<file path="config.mk">
export PLATFORM = sky130hd
export DESIGN_NAME = deadline_event_table_core
export DESIGN_NICKNAME = d
export VERILOG_FILES = /design/src/hdl/det_pkg.sv /design/src/hdl/det_ram.sv /design/src/hdl/det_emit.sv /design/src/hdl/deadline_event_table_core.sv
export SDC_FILE = /design/constraint.sdc
export NUM_CORES = 1
export LEC_CHECK = 0
export BUFFER_PORTS_ARGS = -buffer_cell sky130_fd_sc_hd__buf_2
export CAP_MARGIN = 20
export CORE_MARGIN = 2
export CORE_UTILIZATION = 65
export CTS_BUF_LIST = sky130_fd_sc_hd__clkbuf_4 sky130_fd_sc_hd__clkbuf_8 sky130_fd_sc_hd__clkbuf_16
export DETAILED_ROUTE_END_ITERATION = 16
export PLACE_DENSITY = 0.83
export SLEW_MARGIN = 0
export SYNTH_ARGS = -nofsm -noshare
export SYNTH_HDL_FRONTEND = slang
export SYNTH_SLANG_ARGS = --single-unit
</file>
<file path="constraint.sdc">
create_clock -name clk -period 13.9 [get_ports clk]
set_input_delay 1.39 -clock clk [delete_from_list [all_inputs] [get_ports clk]]
set_output_delay 1.39 -clock clk [all_outputs]
set_load 0.005 [all_outputs]
</file>
<file path="src/hdl/det_pkg.sv">
// ----------------------------------------------------------------------------
// det_pkg
// Shared types and constants for the deadline event table.
// ----------------------------------------------------------------------------
package det_pkg;

    localparam int SLOTS     = 16;
    localparam int MAX_FIRES = 16;
    localparam int SLOT_W    = 4;
    localparam int TIME_W    = 64;
    localparam int IDX_W     = (SLOTS > 1) ? $clog2(SLOTS) : 1;
    localparam int CNT_W     = $clog2(SLOTS + 1);
    localparam int FIRE_W    = $clog2(MAX_FIRES + 1);

    typedef logic [IDX_W-1:0]  idx_t;
    typedef logic [CNT_W-1:0]  cnt_t;
    typedef logic [FIRE_W-1:0] fire_cnt_t;
    typedef logic [SLOT_W-1:0] slot_t;
    typedef logic [TIME_W-1:0] time_t;

    typedef enum logic [1:0] {
        ACT_REGISTER   = 2'd0,
        ACT_UNREGISTER = 2'd1,
        ACT_SCHEDULE   = 2'd2,
        ACT_TICK       = 2'd3
    } action_t;

    typedef struct packed {
        action_t action;
        slot_t   slot;
        logic    has_handler;
        time_t   time_req;
    } cmd_t;

    typedef struct packed {
        slot_t fired_slot;
        time_t fired_time;
        logic  last;
    } result_t;

    typedef struct packed {
        logic  fire;
        logic  flush;
        slot_t slot;
        time_t deadline;
    } emit_ctrl_t;

endpackage

</file>
<file path="src/hdl/det_ram.sv">
// ----------------------------------------------------------------------------
// det_ram
// Generic single-clock RAM with one write port and one registered read port.
// ----------------------------------------------------------------------------
module det_ram #(
    parameter int WIDTH = 8,
    parameter int DEPTH = 16
) (
    input  logic                                       clk,
    input  logic                                       we,
    input  logic [((DEPTH > 1) ? $clog2(DEPTH) : 1)-1:0] waddr,
    input  logic [WIDTH-1:0]                           wdata,
    input  logic [((DEPTH > 1) ? $clog2(DEPTH) : 1)-1:0] raddr,
    output logic [WIDTH-1:0]                           rdata
);

    logic [WIDTH-1:0] mem [DEPTH];

    always_ff @(posedge clk)
    begin
        if (we)
        begin
            mem[waddr] <= wdata;
        end
        rdata <= mem[raddr];
    end

endmodule

</file>
<file path="src/hdl/det_emit.sv">
// ----------------------------------------------------------------------------
// det_emit
// Holds one firing back so that the final firing of a tick can be flagged.
// ----------------------------------------------------------------------------
module det_emit (
    input  logic                clk,
    input  logic                rst_n,
    input  det_pkg::emit_ctrl_t ctrl,
    output logic                strobe,
    output det_pkg::result_t    result
);

    logic             pend_valid_reg, pend_valid_next;
    det_pkg::slot_t   pend_slot_reg, pend_slot_next;
    det_pkg::time_t   pend_time_reg, pend_time_next;
    logic             strobe_reg, strobe_next;
    det_pkg::result_t result_reg, result_next;

    always_comb
    begin
        pend_valid_next = pend_valid_reg;
        pend_slot_next  = pend_slot_reg;
        pend_time_next  = pend_time_reg;
        strobe_next     = 1'b0;
        result_next     = result_reg;
        if (ctrl.fire)
        begin
            if (pend_valid_reg)
            begin
                strobe_next            = 1'b1;
                result_next.fired_slot = pend_slot_reg;
                result_next.fired_time = pend_time_reg;
                result_next.last       = 1'b0;
            end
            pend_valid_next = 1'b1;
            pend_slot_next  = ctrl.slot;
            pend_time_next  = ctrl.deadline;
        end
        else if (ctrl.flush && pend_valid_reg)
        begin
            strobe_next            = 1'b1;
            result_next.fired_slot = pend_slot_reg;
            result_next.fired_time = pend_time_reg;
            result_next.last       = 1'b1;
            pend_valid_next        = 1'b0;
        end
    end

    always_ff @(posedge clk or negedge rst_n)
    begin
        if (!rst_n)
        begin
            pend_valid_reg <= 1'b0;
            strobe_reg     <= 1'b0;
        end
        else
        begin
            pend_valid_reg <= pend_valid_next;
            strobe_reg     <= strobe_next;
        end
    end

    always_ff @(posedge clk)
    begin
        pend_slot_reg <= pend_slot_next;
        pend_time_reg <= pend_time_next;
        result_reg    <= result_next;
    end

    assign strobe = strobe_reg;
    assign result = result_reg;

endmodule

</file>
<file path="src/hdl/deadline_event_table_core.sv">
// ----------------------------------------------------------------------------
// deadline_event_table_core
// Event slot table kept in registration order, with deadline expiry on tick.
// ----------------------------------------------------------------------------
// A command is taken when start is high and busy is low. Register and schedule
// complete in the cycle of their transfer and leave busy low, as do an
// unregister of a slot that is not a member and a tick while there are no
// members. An unregister of a member compacts the order list and holds busy,
// and a tick with members holds busy too: both walk the order memory at one
// entry per cycle through its single read port, and a tick then reads each
// member's deadline from the deadline memory. Firings appear in member order,
// one per strobe, the last of a tick with last set; the final firing is shown
// in the first cycle in which busy is low again. Results cannot be held off
// and must be taken in the cycle they are shown.
module deadline_event_table_core (
    input  logic             clk,
    input  logic             rst_n,
    input  logic             start,
    input  det_pkg::cmd_t    cmd,
    output logic             busy,
    output logic             strobe,
    output det_pkg::result_t result
);

    typedef enum logic [2:0] {
        ST_IDLE  = 3'b001,
        ST_TICK  = 3'b010,
        ST_UNREG = 3'b100
    } state_t;

    state_t                   state_reg, state_next;
    det_pkg::cnt_t            len_reg, len_next;
    logic [det_pkg::SLOTS-1:0] member_reg, member_next;
    logic [det_pkg::SLOTS-1:0] armed_reg, armed_next;
    logic [det_pkg::SLOTS-1:0] handler_reg, handler_next;
    det_pkg::cnt_t            idx_reg, idx_next;
    logic                     s1_valid_reg, s1_valid_next;
    logic                     s2_valid_reg, s2_valid_next;
    logic                     found_reg, found_next;
    det_pkg::fire_cnt_t       fire_cnt_reg, fire_cnt_next;
    det_pkg::idx_t            s1_idx_reg, s1_idx_next;
    det_pkg::slot_t           s2_slot_reg, s2_slot_next;
    det_pkg::slot_t           uslot_reg, uslot_next;
    det_pkg::time_t           now_reg, now_next;

    logic                 order_we;
    det_pkg::idx_t        order_waddr;
    det_pkg::slot_t       order_wdata;
    det_pkg::idx_t        order_raddr;
    det_pkg::slot_t       order_rdata;
    logic                 dl_we;
    det_pkg::idx_t        dl_waddr;
    det_pkg::time_t       dl_wdata;
    det_pkg::idx_t        dl_raddr;
    det_pkg::time_t       dl_rdata;
    det_pkg::emit_ctrl_t  emit_ctrl;
    det_pkg::idx_t        cmd_ix;
    det_pkg::idx_t        s2_ix;
    logic                 in_range;

    assign cmd_ix   = det_pkg::idx_t'(cmd.slot);
    assign s2_ix    = det_pkg::idx_t'(s2_slot_reg);
    assign in_range = (32'(cmd.slot) < 32'(det_pkg::SLOTS));
    assign busy     = (state_reg != ST_IDLE);

    always_comb
    begin
        state_next    = state_reg;
        len_next      = len_reg;
        member_next   = member_reg;
        armed_next    = armed_reg;
        handler_next  = handler_reg;
        idx_next      = idx_reg;
        s1_valid_next = 1'b0;
        s2_valid_next = 1'b0;
        found_next    = found_reg;
        fire_cnt_next = fire_cnt_reg;
        s1_idx_next   = s1_idx_reg;
        s2_slot_next  = s2_slot_reg;
        uslot_next    = uslot_reg;
        now_next      = now_reg;
        order_we      = 1'b0;
        order_waddr   = '0;
        order_wdata   = '0;
        order_raddr   = idx_reg[det_pkg::IDX_W-1:0];
        dl_we         = 1'b0;
        dl_waddr      = cmd_ix;
        dl_wdata      = '0;
        dl_raddr      = det_pkg::idx_t'(order_rdata);
        emit_ctrl     = '0;

        case (state_reg)
            ST_IDLE:
            begin
                if (start)
                begin
                    case (cmd.action)
                        det_pkg::ACT_REGISTER:
                        begin
                            if (in_range)
                            begin
                                if (member_reg[cmd_ix])
                                begin
                                    handler_next[cmd_ix] = cmd.has_handler;
                                end
                                else if (len_reg < det_pkg::cnt_t'(det_pkg::SLOTS))
                                begin
                                    order_we             = 1'b1;
                                    order_waddr          = len_reg[det_pkg::IDX_W-1:0];
                                    order_wdata          = cmd.slot;
                                    dl_we                = 1'b1;
                                    dl_wdata             = '0;
                                    armed_next[cmd_ix]   = 1'b0;
                                    handler_next[cmd_ix] = cmd.has_handler;
                                    member_next[cmd_ix]  = 1'b1;
                                    len_next             = len_reg + 1'b1;
                                end
                            end
                        end
                        det_pkg::ACT_UNREGISTER:
                        begin
                            if (in_range && member_reg[cmd_ix])
                            begin
                                member_next[cmd_ix] = 1'b0;
                                armed_next[cmd_ix]  = 1'b0;
                                uslot_next          = cmd.slot;
                                found_next          = 1'b0;
                                idx_next            = '0;
                                state_next          = ST_UNREG;
                            end
                        end
                        det_pkg::ACT_SCHEDULE:
                        begin
                            if (in_range)
                            begin
                                dl_we              = 1'b1;
                                dl_wdata           = cmd.time_req;
                                armed_next[cmd_ix] = 1'b1;
                            end
                        end
                        det_pkg::ACT_TICK:
                        begin
                            if (len_reg != '0)
                            begin
                                now_next      = cmd.time_req;
                                idx_next      = '0;
                                fire_cnt_next = '0;
                                state_next    = ST_TICK;
                            end
                        end
                        default:
                        begin
                        end
                    endcase
                end
            end
            ST_TICK:
            begin
                if (idx_reg < len_reg)
                begin
                    s1_valid_next = 1'b1;
                    s1_idx_next   = idx_reg[det_pkg::IDX_W-1:0];
                    idx_next      = idx_reg + 1'b1;
                end
                if (s1_valid_reg)
                begin
                    s2_valid_next = 1'b1;
                    s2_slot_next  = order_rdata;
                end
                if (s2_valid_reg && armed_reg[s2_ix] && (dl_rdata <= now_reg))
                begin
                    if (handler_reg[s2_ix])
                    begin
                        if (fire_cnt_reg < det_pkg::fire_cnt_t'(det_pkg::MAX_FIRES))
                        begin
                            emit_ctrl.fire     = 1'b1;
                            emit_ctrl.slot     = s2_slot_reg;
                            emit_ctrl.deadline = dl_rdata;
                            fire_cnt_next      = fire_cnt_reg + 1'b1;
                            armed_next[s2_ix]  = 1'b0;
                        end
                    end
                    else
                    begin
                        armed_next[s2_ix] = 1'b0;
                    end
                end
                if ((idx_reg == len_reg) && !s1_valid_reg && !s2_valid_reg)
                begin
                    emit_ctrl.flush = 1'b1;
                    state_next      = ST_IDLE;
                end
            end
            ST_UNREG:
            begin
                if (idx_reg < len_reg)
                begin
                    s1_valid_next = 1'b1;
                    s1_idx_next   = idx_reg[det_pkg::IDX_W-1:0];
                    idx_next      = idx_reg + 1'b1;
                end
                if (s1_valid_reg)
                begin
                    if (order_rdata == uslot_reg)
                    begin
                        found_next = 1'b1;
                    end
                    else if (found_reg)
                    begin
                        order_we    = 1'b1;
                        order_waddr = s1_idx_reg - 1'b1;
                        order_wdata = order_rdata;
                    end
                end
                if ((idx_reg == len_reg) && !s1_valid_reg)
                begin
                    len_next   = len_reg - 1'b1;
                    state_next = ST_IDLE;
                end
            end
            default:
            begin
                state_next = ST_IDLE;
            end
        endcase
    end

    always_ff @(posedge clk or negedge rst_n)
    begin
        if (!rst_n)
        begin
            state_reg    <= ST_IDLE;
            len_reg      <= '0;
            member_reg   <= '0;
            armed_reg    <= '0;
            handler_reg  <= '0;
            idx_reg      <= '0;
            s1_valid_reg <= 1'b0;
            s2_valid_reg <= 1'b0;
            found_reg    <= 1'b0;
            fire_cnt_reg <= '0;
        end
        else
        begin
            state_reg    <= state_next;
            len_reg      <= len_next;
            member_reg   <= member_next;
            armed_reg    <= armed_next;
            handler_reg  <= handler_next;
            idx_reg      <= idx_next;
            s1_valid_reg <= s1_valid_next;
            s2_valid_reg <= s2_valid_next;
            found_reg    <= found_next;
            fire_cnt_reg <= fire_cnt_next;
        end
    end

    always_ff @(posedge clk)
    begin
        s1_idx_reg  <= s1_idx_next;
        s2_slot_reg <= s2_slot_next;
        uslot_reg   <= uslot_next;
        now_reg     <= now_next;
    end

    det_ram #(
        .WIDTH (det_pkg::SLOT_W),
        .DEPTH (det_pkg::SLOTS)
    ) u_order_ram (
        .clk   (clk),
        .we    (order_we),
        .waddr (order_waddr),
        .wdata (order_wdata),
        .raddr (order_raddr),
        .rdata (order_rdata)
    );

    det_ram #(
        .WIDTH (det_pkg::TIME_W),
        .DEPTH (det_pkg::SLOTS)
    ) u_deadline_ram (
        .clk   (clk),
        .we    (dl_we),
        .waddr (dl_waddr),
        .wdata (dl_wdata),
        .raddr (dl_raddr),
        .rdata (dl_rdata)
    );

    det_emit u_emit (
        .clk    (clk),
        .rst_n  (rst_n),
        .ctrl   (emit_ctrl),
        .strobe (strobe),
        .result (result)
    );

endmodule
</file>
==> metrics.log, run 1 <==
[metrics] result of the run: finished clean
[metrics] global-route total usage across every layer: 32.81%
[metrics] number of stages on the worst hold path: 0
[metrics] most used flip-flop cell after synthesis: sky130_fd_sc_hd__edfxtp_1
[metrics] post-synthesis instance total: 2648
[metrics] endpoint required time on the critical path: 14.51 ns
[metrics] worst slack at placement: 8.498 ns
[metrics] DIE WIDTH: 296.1 µm
[metrics] CP startpoint kind: register
[metrics] count of flip-flops with a built-in enable after synthesis: 1301
[metrics] Syn-to-layout area delta: 12.88%
[metrics] first-pass GRT wire length: 203.1 mm
[metrics] number of flip-flops in the largest register: 1024
[metrics] height of the chip: 296.1 µm
[metrics] MaxCap Viol Count: 0
[metrics] Fin Setup TNS: 0 ns
[metrics] Post-Syn Area: 55460 µm²
[metrics] worst hold path class: register to register
[metrics] number of global-route vias before repair: 29.86k
[metrics] Setup violations, final: 0
[metrics] Worst IR Drop VDD: 0.1299 mV
[metrics] library cell with the largest summed area after synthesis: sky130_fd_sc_hd__edfxtp_1
[metrics] arrival time reported for the critical path endpoint: 5.98 ns
[metrics] most frequent cells in the layout: 1301 x sky130_fd_sc_hd__edfxtp_1, 349 x sky130_fd_sc_hd__mux4_2, 144 x sky130_fd_sc_hd__buf_2
[metrics] final worst-path cycle share: 38.65%
[metrics] total number of vias: 29.44k
[metrics] maximum achievable frequency: 186.2 MHz
[metrics] kind of capture point of the worst setup path: register
[metrics] Yosys warning count: 0
[metrics] worst-path fanout max: 86
[metrics] most common library cell in the layout ignoring fill and taps: sky130_fd_sc_hd__edfxtp_1
[metrics] worst rel slew slack: 22.62%
[metrics] Worst Reg-to-Reg Cells: 10
[metrics] Cell Pwr Density: 141.9 nW/µm²
[metrics] Antenna Violating Nets Remaining: 0
[metrics] number of buffers inserted by hold repair at cts: 0
[metrics] CTS HTree Levels: 4
[metrics] final hold vios: 0
[metrics] deepest clock path buffer count: 3
[metrics] RSZ-0062 raised after global routing: false
[metrics] gp weighted congestion: 0.8478
[metrics] drt first pass iters: 6
[metrics] fin crit period: 5.372 ns
[metrics] number of primary I/O pins: 145
[metrics] number of nets in the synthesized netlist: 2798
[metrics] portion of the post-synthesis area used by sequential elements: 76.10%
[metrics] proportion of synthesized flip-flops having asynchronous set or reset: 4.931%
[metrics] fraction of layout instances using a drive strength above 1: 28.34%
[metrics] Leak: 23.02 nW
[metrics] worst setup slack after layout: 8.528 ns
[metrics] core region area: 84880 µm²
[metrics] number of buffers inserted by port buffering: 144
[metrics] Row Count: 107
[metrics] post-synthesis register bit count: 1440
[metrics] post-detailed-route DRC marker count: 0
[metrics] largest net degree at the start of global routing: 87
[metrics] final routed wirelength across all metal layers: 144.1 mm
[metrics] library cell used as clock root buffer: sky130_fd_sc_hd__clkbuf_16
[metrics] clock tree from TritonCTS: done
[metrics] clock latency of the later-clocked register in the worst-skew pair: 0.77 ns
[metrics] distinct cell type count after synthesis: 77
[metrics] dpl cell area: 57600 µm²
[metrics] Clock Sink Count: 1440
[metrics] post-CTS setup buffer count: 0
[metrics] routed via count divided by cell count: 7.146
[metrics] Initial Util: 65.34%
[metrics] total half-perimeter wirelength after legalization and detailed placement: 69.93 mm
[metrics] Area contributors post-synth: sky130_fd_sc_hd__edfxtp_1 70%, sky130_fd_sc_hd__mux4_2 14%, sky130_fd_sc_hd__dfrtp_1 3.2%
[metrics] count of final max-slew check failures: 0
[metrics] final-layout worst hold slack: 0.3959 ns
[metrics] Post-Synthesis Mean Instance Area: 20.95 µm²
[metrics] average detailed-routed wire length per instance: 34.97 µm
[metrics] post-CTS clock slew at the launch and capture registers of the worst setup and hold paths: 0.06 ns
[metrics] global route overflow: 0
[metrics] total die area: 87680 µm²
[metrics] Non-Filler Cell Area, Final: 62610 µm²
[metrics] Slew @ Worst Pin: 1.161 ns
[metrics] worst setup skew after layout: 0.03869 ns
[metrics] initial detailed-routing violation count: 4541
[metrics] number of buffers created by CTS: 140
[metrics] number of resized instances in the post-cts repair step: 0
[metrics] CP Class: register to register
[metrics] number of antenna violations at the first check in global routing: 4
[metrics] Final Net Count: 3007
[metrics] fraction of post-synthesis cell area in the top cell type by area: 70.44%
==> per-layer routing <==
layer | global-route usage [%] | vias up | wire length, µm
met1 | 42.27 | 15080 | 47690
met3 | 7.165 | 456 | 15900
met5 | 0 | - | 13
met4 | 14.36 | 2 | 7152
li1 | - | 11260 | -
met2 | 54.60 | 2649 | 73330
==> cell families after synthesis <==
logic type | after synthesis | share of synthesized area (%)
AO/OA/AOI/OAI | 194 | 2.312
multiplexers | 377 | 14.78
adder cells (fa/ha/maj) | 76 | 1.728
AND/OR/NAND/NOR | 340 | 3.427
buffers and inverters | 212 | 1.514
flip-flops | 1440 | 76.10
XOR/XNOR | 9 | 0.1421
==> report_power, final <==
group / internal [W] / total (W) / switching [W] / leakage (nW)
sequential: 0.00471 / 0.00473 / 0.0000273 / 14.7
combinational: 0.0000542 / 0.000172 / 0.000118 / 5.96
clock: 0.00229 / 0.00398 / 0.00169 / 2.37
total: 0.00705 / 0.00888 / 0.00183 / 23.0
==> worst max-delay path, cell delays in order (launching register included) <==
cell and delay (ns):
sky130_fd_sc_hd__edfxtp_1 0.97, sky130_fd_sc_hd__mux4_2 0.37, sky130_fd_sc_hd__mux2i_1 0.07, sky130_fd_sc_hd__nor3_1 0.71
sky130_fd_sc_hd__o22ai_1 0.30, sky130_fd_sc_hd__a2111oi_4 0.50, sky130_fd_sc_hd__a21oi_2 0.29, sky130_fd_sc_hd__nor2b_4 0.19
sky130_fd_sc_hd__buf_4 0.49, sky130_fd_sc_hd__buf_4 0.85, sky130_fd_sc_hd__and2_1 0.27
==> cell type report <==
cell class                 count  area (µm²)
sequential                  1440       42220
inverter                      84       316.6
clock buffer                 183        3923
fill                        4369       22270
multi-input combinational    996       12570
tap                         1144        1431
antenna                        1       2.502
clock inverter                77       867.1
timing repair buffer         195        1270
==> path summary, 6_finish.rpt <==
| path | endpoint | slack [ns] | from |
|---|---|---|---|
| worst max-delay path | u_emit.pend_time_reg[36] | 8.53 | s2_ix[0] |
| worst min-delay path | u_emit.result[54] | 0.40 | u_emit.pend_time_reg[53] |
| worst max register to register | u_emit.pend_time_reg[36] | 8.53 | s2_ix[0] |
| worst min register to register | u_emit.result[54] | 0.40 | u_emit.pend_time_reg[53] |
| max in group asynchronous | fire_cnt_reg[1] | 12.46 | rst_n |
| min in group asynchronous | handler_reg[2] | 0.85 | rst_n |
==> metrics by stage <==
stage	power, W	util [%]	std cells
after floorplan	0.004913	-	2648
after global placement	0.004970	67.81	3847
after detailed placement	0.004985	67.86	3849
after CTS	0.008877	73.50	4109
after global routing	0.009061	73.76	4119
final	0.008882	73.76	4120
==> synthesized netlist by cell type, types with 3 or more instances <==
master / n
sky130_fd_sc_hd__buf_2: 11
sky130_fd_sc_hd__nand4_1: 18
sky130_fd_sc_hd__mux4_2: 349
sky130_fd_sc_hd__o21ai_0: 59
sky130_fd_sc_hd__or3_1: 4
sky130_fd_sc_hd__edfxtp_1: 1301
sky130_fd_sc_hd__nor2_1: 56
sky130_fd_sc_hd__o32a_1: 4
sky130_fd_sc_hd__mux2_2: 19
sky130_fd_sc_hd__a22o_1: 6
sky130_fd_sc_hd__ha_1: 75
sky130_fd_sc_hd__buf_1: 27
sky130_fd_sc_hd__a22oi_1: 3
sky130_fd_sc_hd__o21ai_1: 11
sky130_fd_sc_hd__o22a_1: 11
sky130_fd_sc_hd__a211oi_1: 5
sky130_fd_sc_hd__nand3_1: 26
sky130_fd_sc_hd__nand2b_1: 8
sky130_fd_sc_hd__and4_1: 4
sky130_fd_sc_hd__inv_1: 83
sky130_fd_sc_hd__a21oi_1: 36
sky130_fd_sc_hd__nand2_1: 43
sky130_fd_sc_hd__nor2b_1: 16
sky130_fd_sc_hd__nor3_1: 10
sky130_fd_sc_hd__and3_1: 65
sky130_fd_sc_hd__xnor2_1: 5
sky130_fd_sc_hd__o31ai_1: 17
sky130_fd_sc_hd__a31oi_1: 3
sky130_fd_sc_hd__o21a_1: 5
sky130_fd_sc_hd__and2_1: 70
sky130_fd_sc_hd__clkbuf_1: 86
sky130_fd_sc_hd__a21o_1: 12
sky130_fd_sc_hd__dfrtp_1: 70
sky130_fd_sc_hd__mux2i_1: 7
sky130_fd_sc_hd__dfxtp_1: 68
sky130_fd_sc_hd__xor2_1: 4
Power figures use the tool's default switching activity.
==> inputs of run 2 (changes only) <==
Settings changed: CORE_UTILIZATION 65 to 56, PLACE_DENSITY 0.83 to 0.76.
Clock period 13.9 ns to 4.4 ns, I/O delays scaled along.
==> metrics.log, run 2 (synthesized netlist as in run 1, its figures left out) <==
[metrics] RSZ-0062 raised after global routing: false
[metrics] first-pass GRT wire length: 191.8 mm
[metrics] fin crit period: 4.002 ns
[metrics] Initial Util: 56.44%
[metrics] Row Count: 115
[metrics] Cell Pwr Density: 432.9 nW/µm²
[metrics] hold worst-path end: uslot_reg[3]
[metrics] Setup violations, final: 0
[metrics] number of antenna violations at the first check in global routing: 2
[metrics] post-CTS setup buffer count: 0
[metrics] clock tree from TritonCTS: done
[metrics] final worst-path cycle share: 90.97%
[metrics] Antenna Violating Nets Remaining: 0
[metrics] maximum achievable frequency: 249.8 MHz
[metrics] post-CTS clock slew at the launch and capture registers of the worst setup and hold paths: 0.06 ns
[metrics] Slew @ Worst Pin: 1.165 ns
[metrics] Global Route met3 Usage: 5.037%
[metrics] CTS HTree Levels: 4
[metrics] Worst Reg-to-Reg Cells: 10
[metrics] total number of vias: 28.01k
[metrics] deepest clock path buffer count: 3
[metrics] worst hold path class: input port to register
[metrics] most common library cell in the layout ignoring fill and taps: sky130_fd_sc_hd__edfxtp_1
[metrics] number of inserted diodes: 0
[metrics] final-layout worst hold slack: 0.08773 ns
[metrics] M1 GR Usage: 35.77%
[metrics] Syn-to-layout area delta: 15.17%
[metrics] result of the run: finished clean
[metrics] busiest layer in global routing: met2
[metrics] Final Net Count: 3096
[metrics] number of stages on the worst hold path: 1
[metrics] CP Class: register to register
[metrics] average detailed-routed wire length per instance: 29.50 µm
[metrics] gp weighted congestion: 0.8339
[metrics] number of flip-flops in the largest register: 1024
[metrics] kind of capture point of the worst setup path: register
[metrics] number of primary I/O pins: 145
[metrics] count of placed standard cells including taps: 4022
[metrics] reg2reg start: now_reg[1]
[metrics] drt first pass iters: 5
[metrics] MaxCap Viol Count: 0
[metrics] routed via count divided by cell count: 6.439
[metrics] final routed wirelength across all metal layers: 128.3 mm
[metrics] Worst IR Drop VDD: 0.2942 mV
[metrics] worst setup skew after layout: 0.04444 ns
[metrics] global route overflow: 0
[metrics] number of buffers created by CTS: 143
[metrics] most frequent cells in the layout: 1301 x sky130_fd_sc_hd__edfxtp_1, 349 x sky130_fd_sc_hd__mux4_2, 146 x sky130_fd_sc_hd__clkbuf_16
[metrics] endpoint required time on the critical path: 4.77 ns
[metrics] global-route total usage across every layer: 25.84%
[metrics] worst-path fanout max: 61
[metrics] largest net degree at the start of global routing: 137
[metrics] core region area: 98280 µm²
[metrics] end of the worst register-to-register path: u_emit.pend_time_reg[53]
[metrics] met2 track utilization from global routing: 41.41%
[metrics] count of final max-slew check failures: 0
[metrics] total die area: 101600 µm²
[metrics] worst rel slew slack: 22.31%
[metrics] clock latency of the later-clocked register in the worst-skew pair: 0.77 ns
[metrics] Non-Filler Instances: 4350
[metrics] CP startpoint kind: register
[metrics] height of the chip: 318.7 µm
[metrics] total power consumption of the routed design: 0.02765 W
[metrics] total half-perimeter wirelength after legalization and detailed placement: 71.43 mm
[metrics] post-detailed-route DRC marker count: 0
[metrics] initial detailed-routing violation count: 3349
[metrics] number of buffers inserted by port buffering: 144
[metrics] Fin Setup TNS: 0 ns
[metrics] Clock Sink Count: 1440
[metrics] DIE WIDTH: 318.7 µm
[metrics] Leak: 23.45 nW
[metrics] r2r setup slk: 0.40 ns
[metrics] number of global-route vias before repair: 28.93k
[metrics] library cell used as clock root buffer: sky130_fd_sc_hd__clkbuf_16
[metrics] fraction of layout instances using a drive strength above 1: 28.57%
[metrics] Hold Crit Start: cmd[68]
[metrics] final hold vios: 0
[metrics] arrival time reported for the critical path endpoint: 4.38 ns
==> run 2: worst max path at each step <==
stage	from	depth (start not counted)	end	slack (ns)
finish	now_reg[1]	10	u_emit.pend_time_reg[53]	0.40
global route	now_reg[1]	11	u_emit.pend_time_reg[0]	0.33
global placement	now_reg[1]	10	u_emit.pend_time_reg[3]	0.71
detailed placement	now_reg[1]	10	u_emit.pend_time_reg[3]	0.66
CTS	now_reg[1]	11	u_emit.pend_time_reg[0]	0.53
floorplan	cmd[65]	7	u_deadline_ram.mem[12][0]	-0.81
==> run 2: per-layer routing <==
layer / part of all wire (%) / vias up
met5: 0.0078 / -
met4: 3.5 / 2
met3: 9.2 / 271
met2: 49 / 1581
met1: 38 / 14740
li1: - / 11420
==> run 2: metrics by stage <==
stage                     utilization, %  setup WS (ns)  area [µm²]
after global placement             59.45         0.7116       58420
final                              65.00         0.3975       63880
after global routing               65.00         0.3292       63880
after detailed placement           59.46         0.6631       58430
after CTS                          64.98         0.5321       63860
after floorplan                        -        -0.8058       55470
==> run 2: what timing repair did <==
item / in CTS / in global routing
resized for setup: 0 / 0
endpoints found under the hold margin: 105 / 0
setup endpoints to repair: 0 / 0
hold buffers: 65 / 0
==> run 2: layout make-up <==
cell class | instances | area (µm²)
Sequential cell | 1440 | 42220
Clock inverter | 72 | 720.7
Timing Repair Buffer | 281 | 2387
Inverter | 84 | 316.6
Tap cell | 1287 | 1610
Fill cell | 6182 | 34400
Clock buffer | 190 | 4053
Multi-Input combinational cell | 996 | 12570
==> run 2: worst max-delay path: stages (launching register included) <==
cell,delay [ns]
sky130_fd_sc_hd__edfxtp_1,0.33
sky130_fd_sc_hd__inv_1,0.05
sky130_fd_sc_hd__ha_1,0.38
sky130_fd_sc_hd__nor2b_1,0.17
sky130_fd_sc_hd__o21ai_0,0.62
sky130_fd_sc_hd__a21bo_2,0.28
sky130_fd_sc_hd__o211ai_1,0.19
sky130_fd_sc_hd__a2111oi_4,0.48
sky130_fd_sc_hd__a21oi_2,0.22
sky130_fd_sc_hd__nor2b_4,0.21
sky130_fd_sc_hd__buf_4,0.56
==> run 2: where the power goes <==
group          total [W]  internal (W)  leakage (nW)  switching, W
Clock             0.0121       0.00692          2.37       0.00519
Sequential        0.0150        0.0149          14.7     0.0000818
Combinational   0.000582      0.000207          6.39      0.000375
Total             0.0277        0.0220          23.4       0.00565
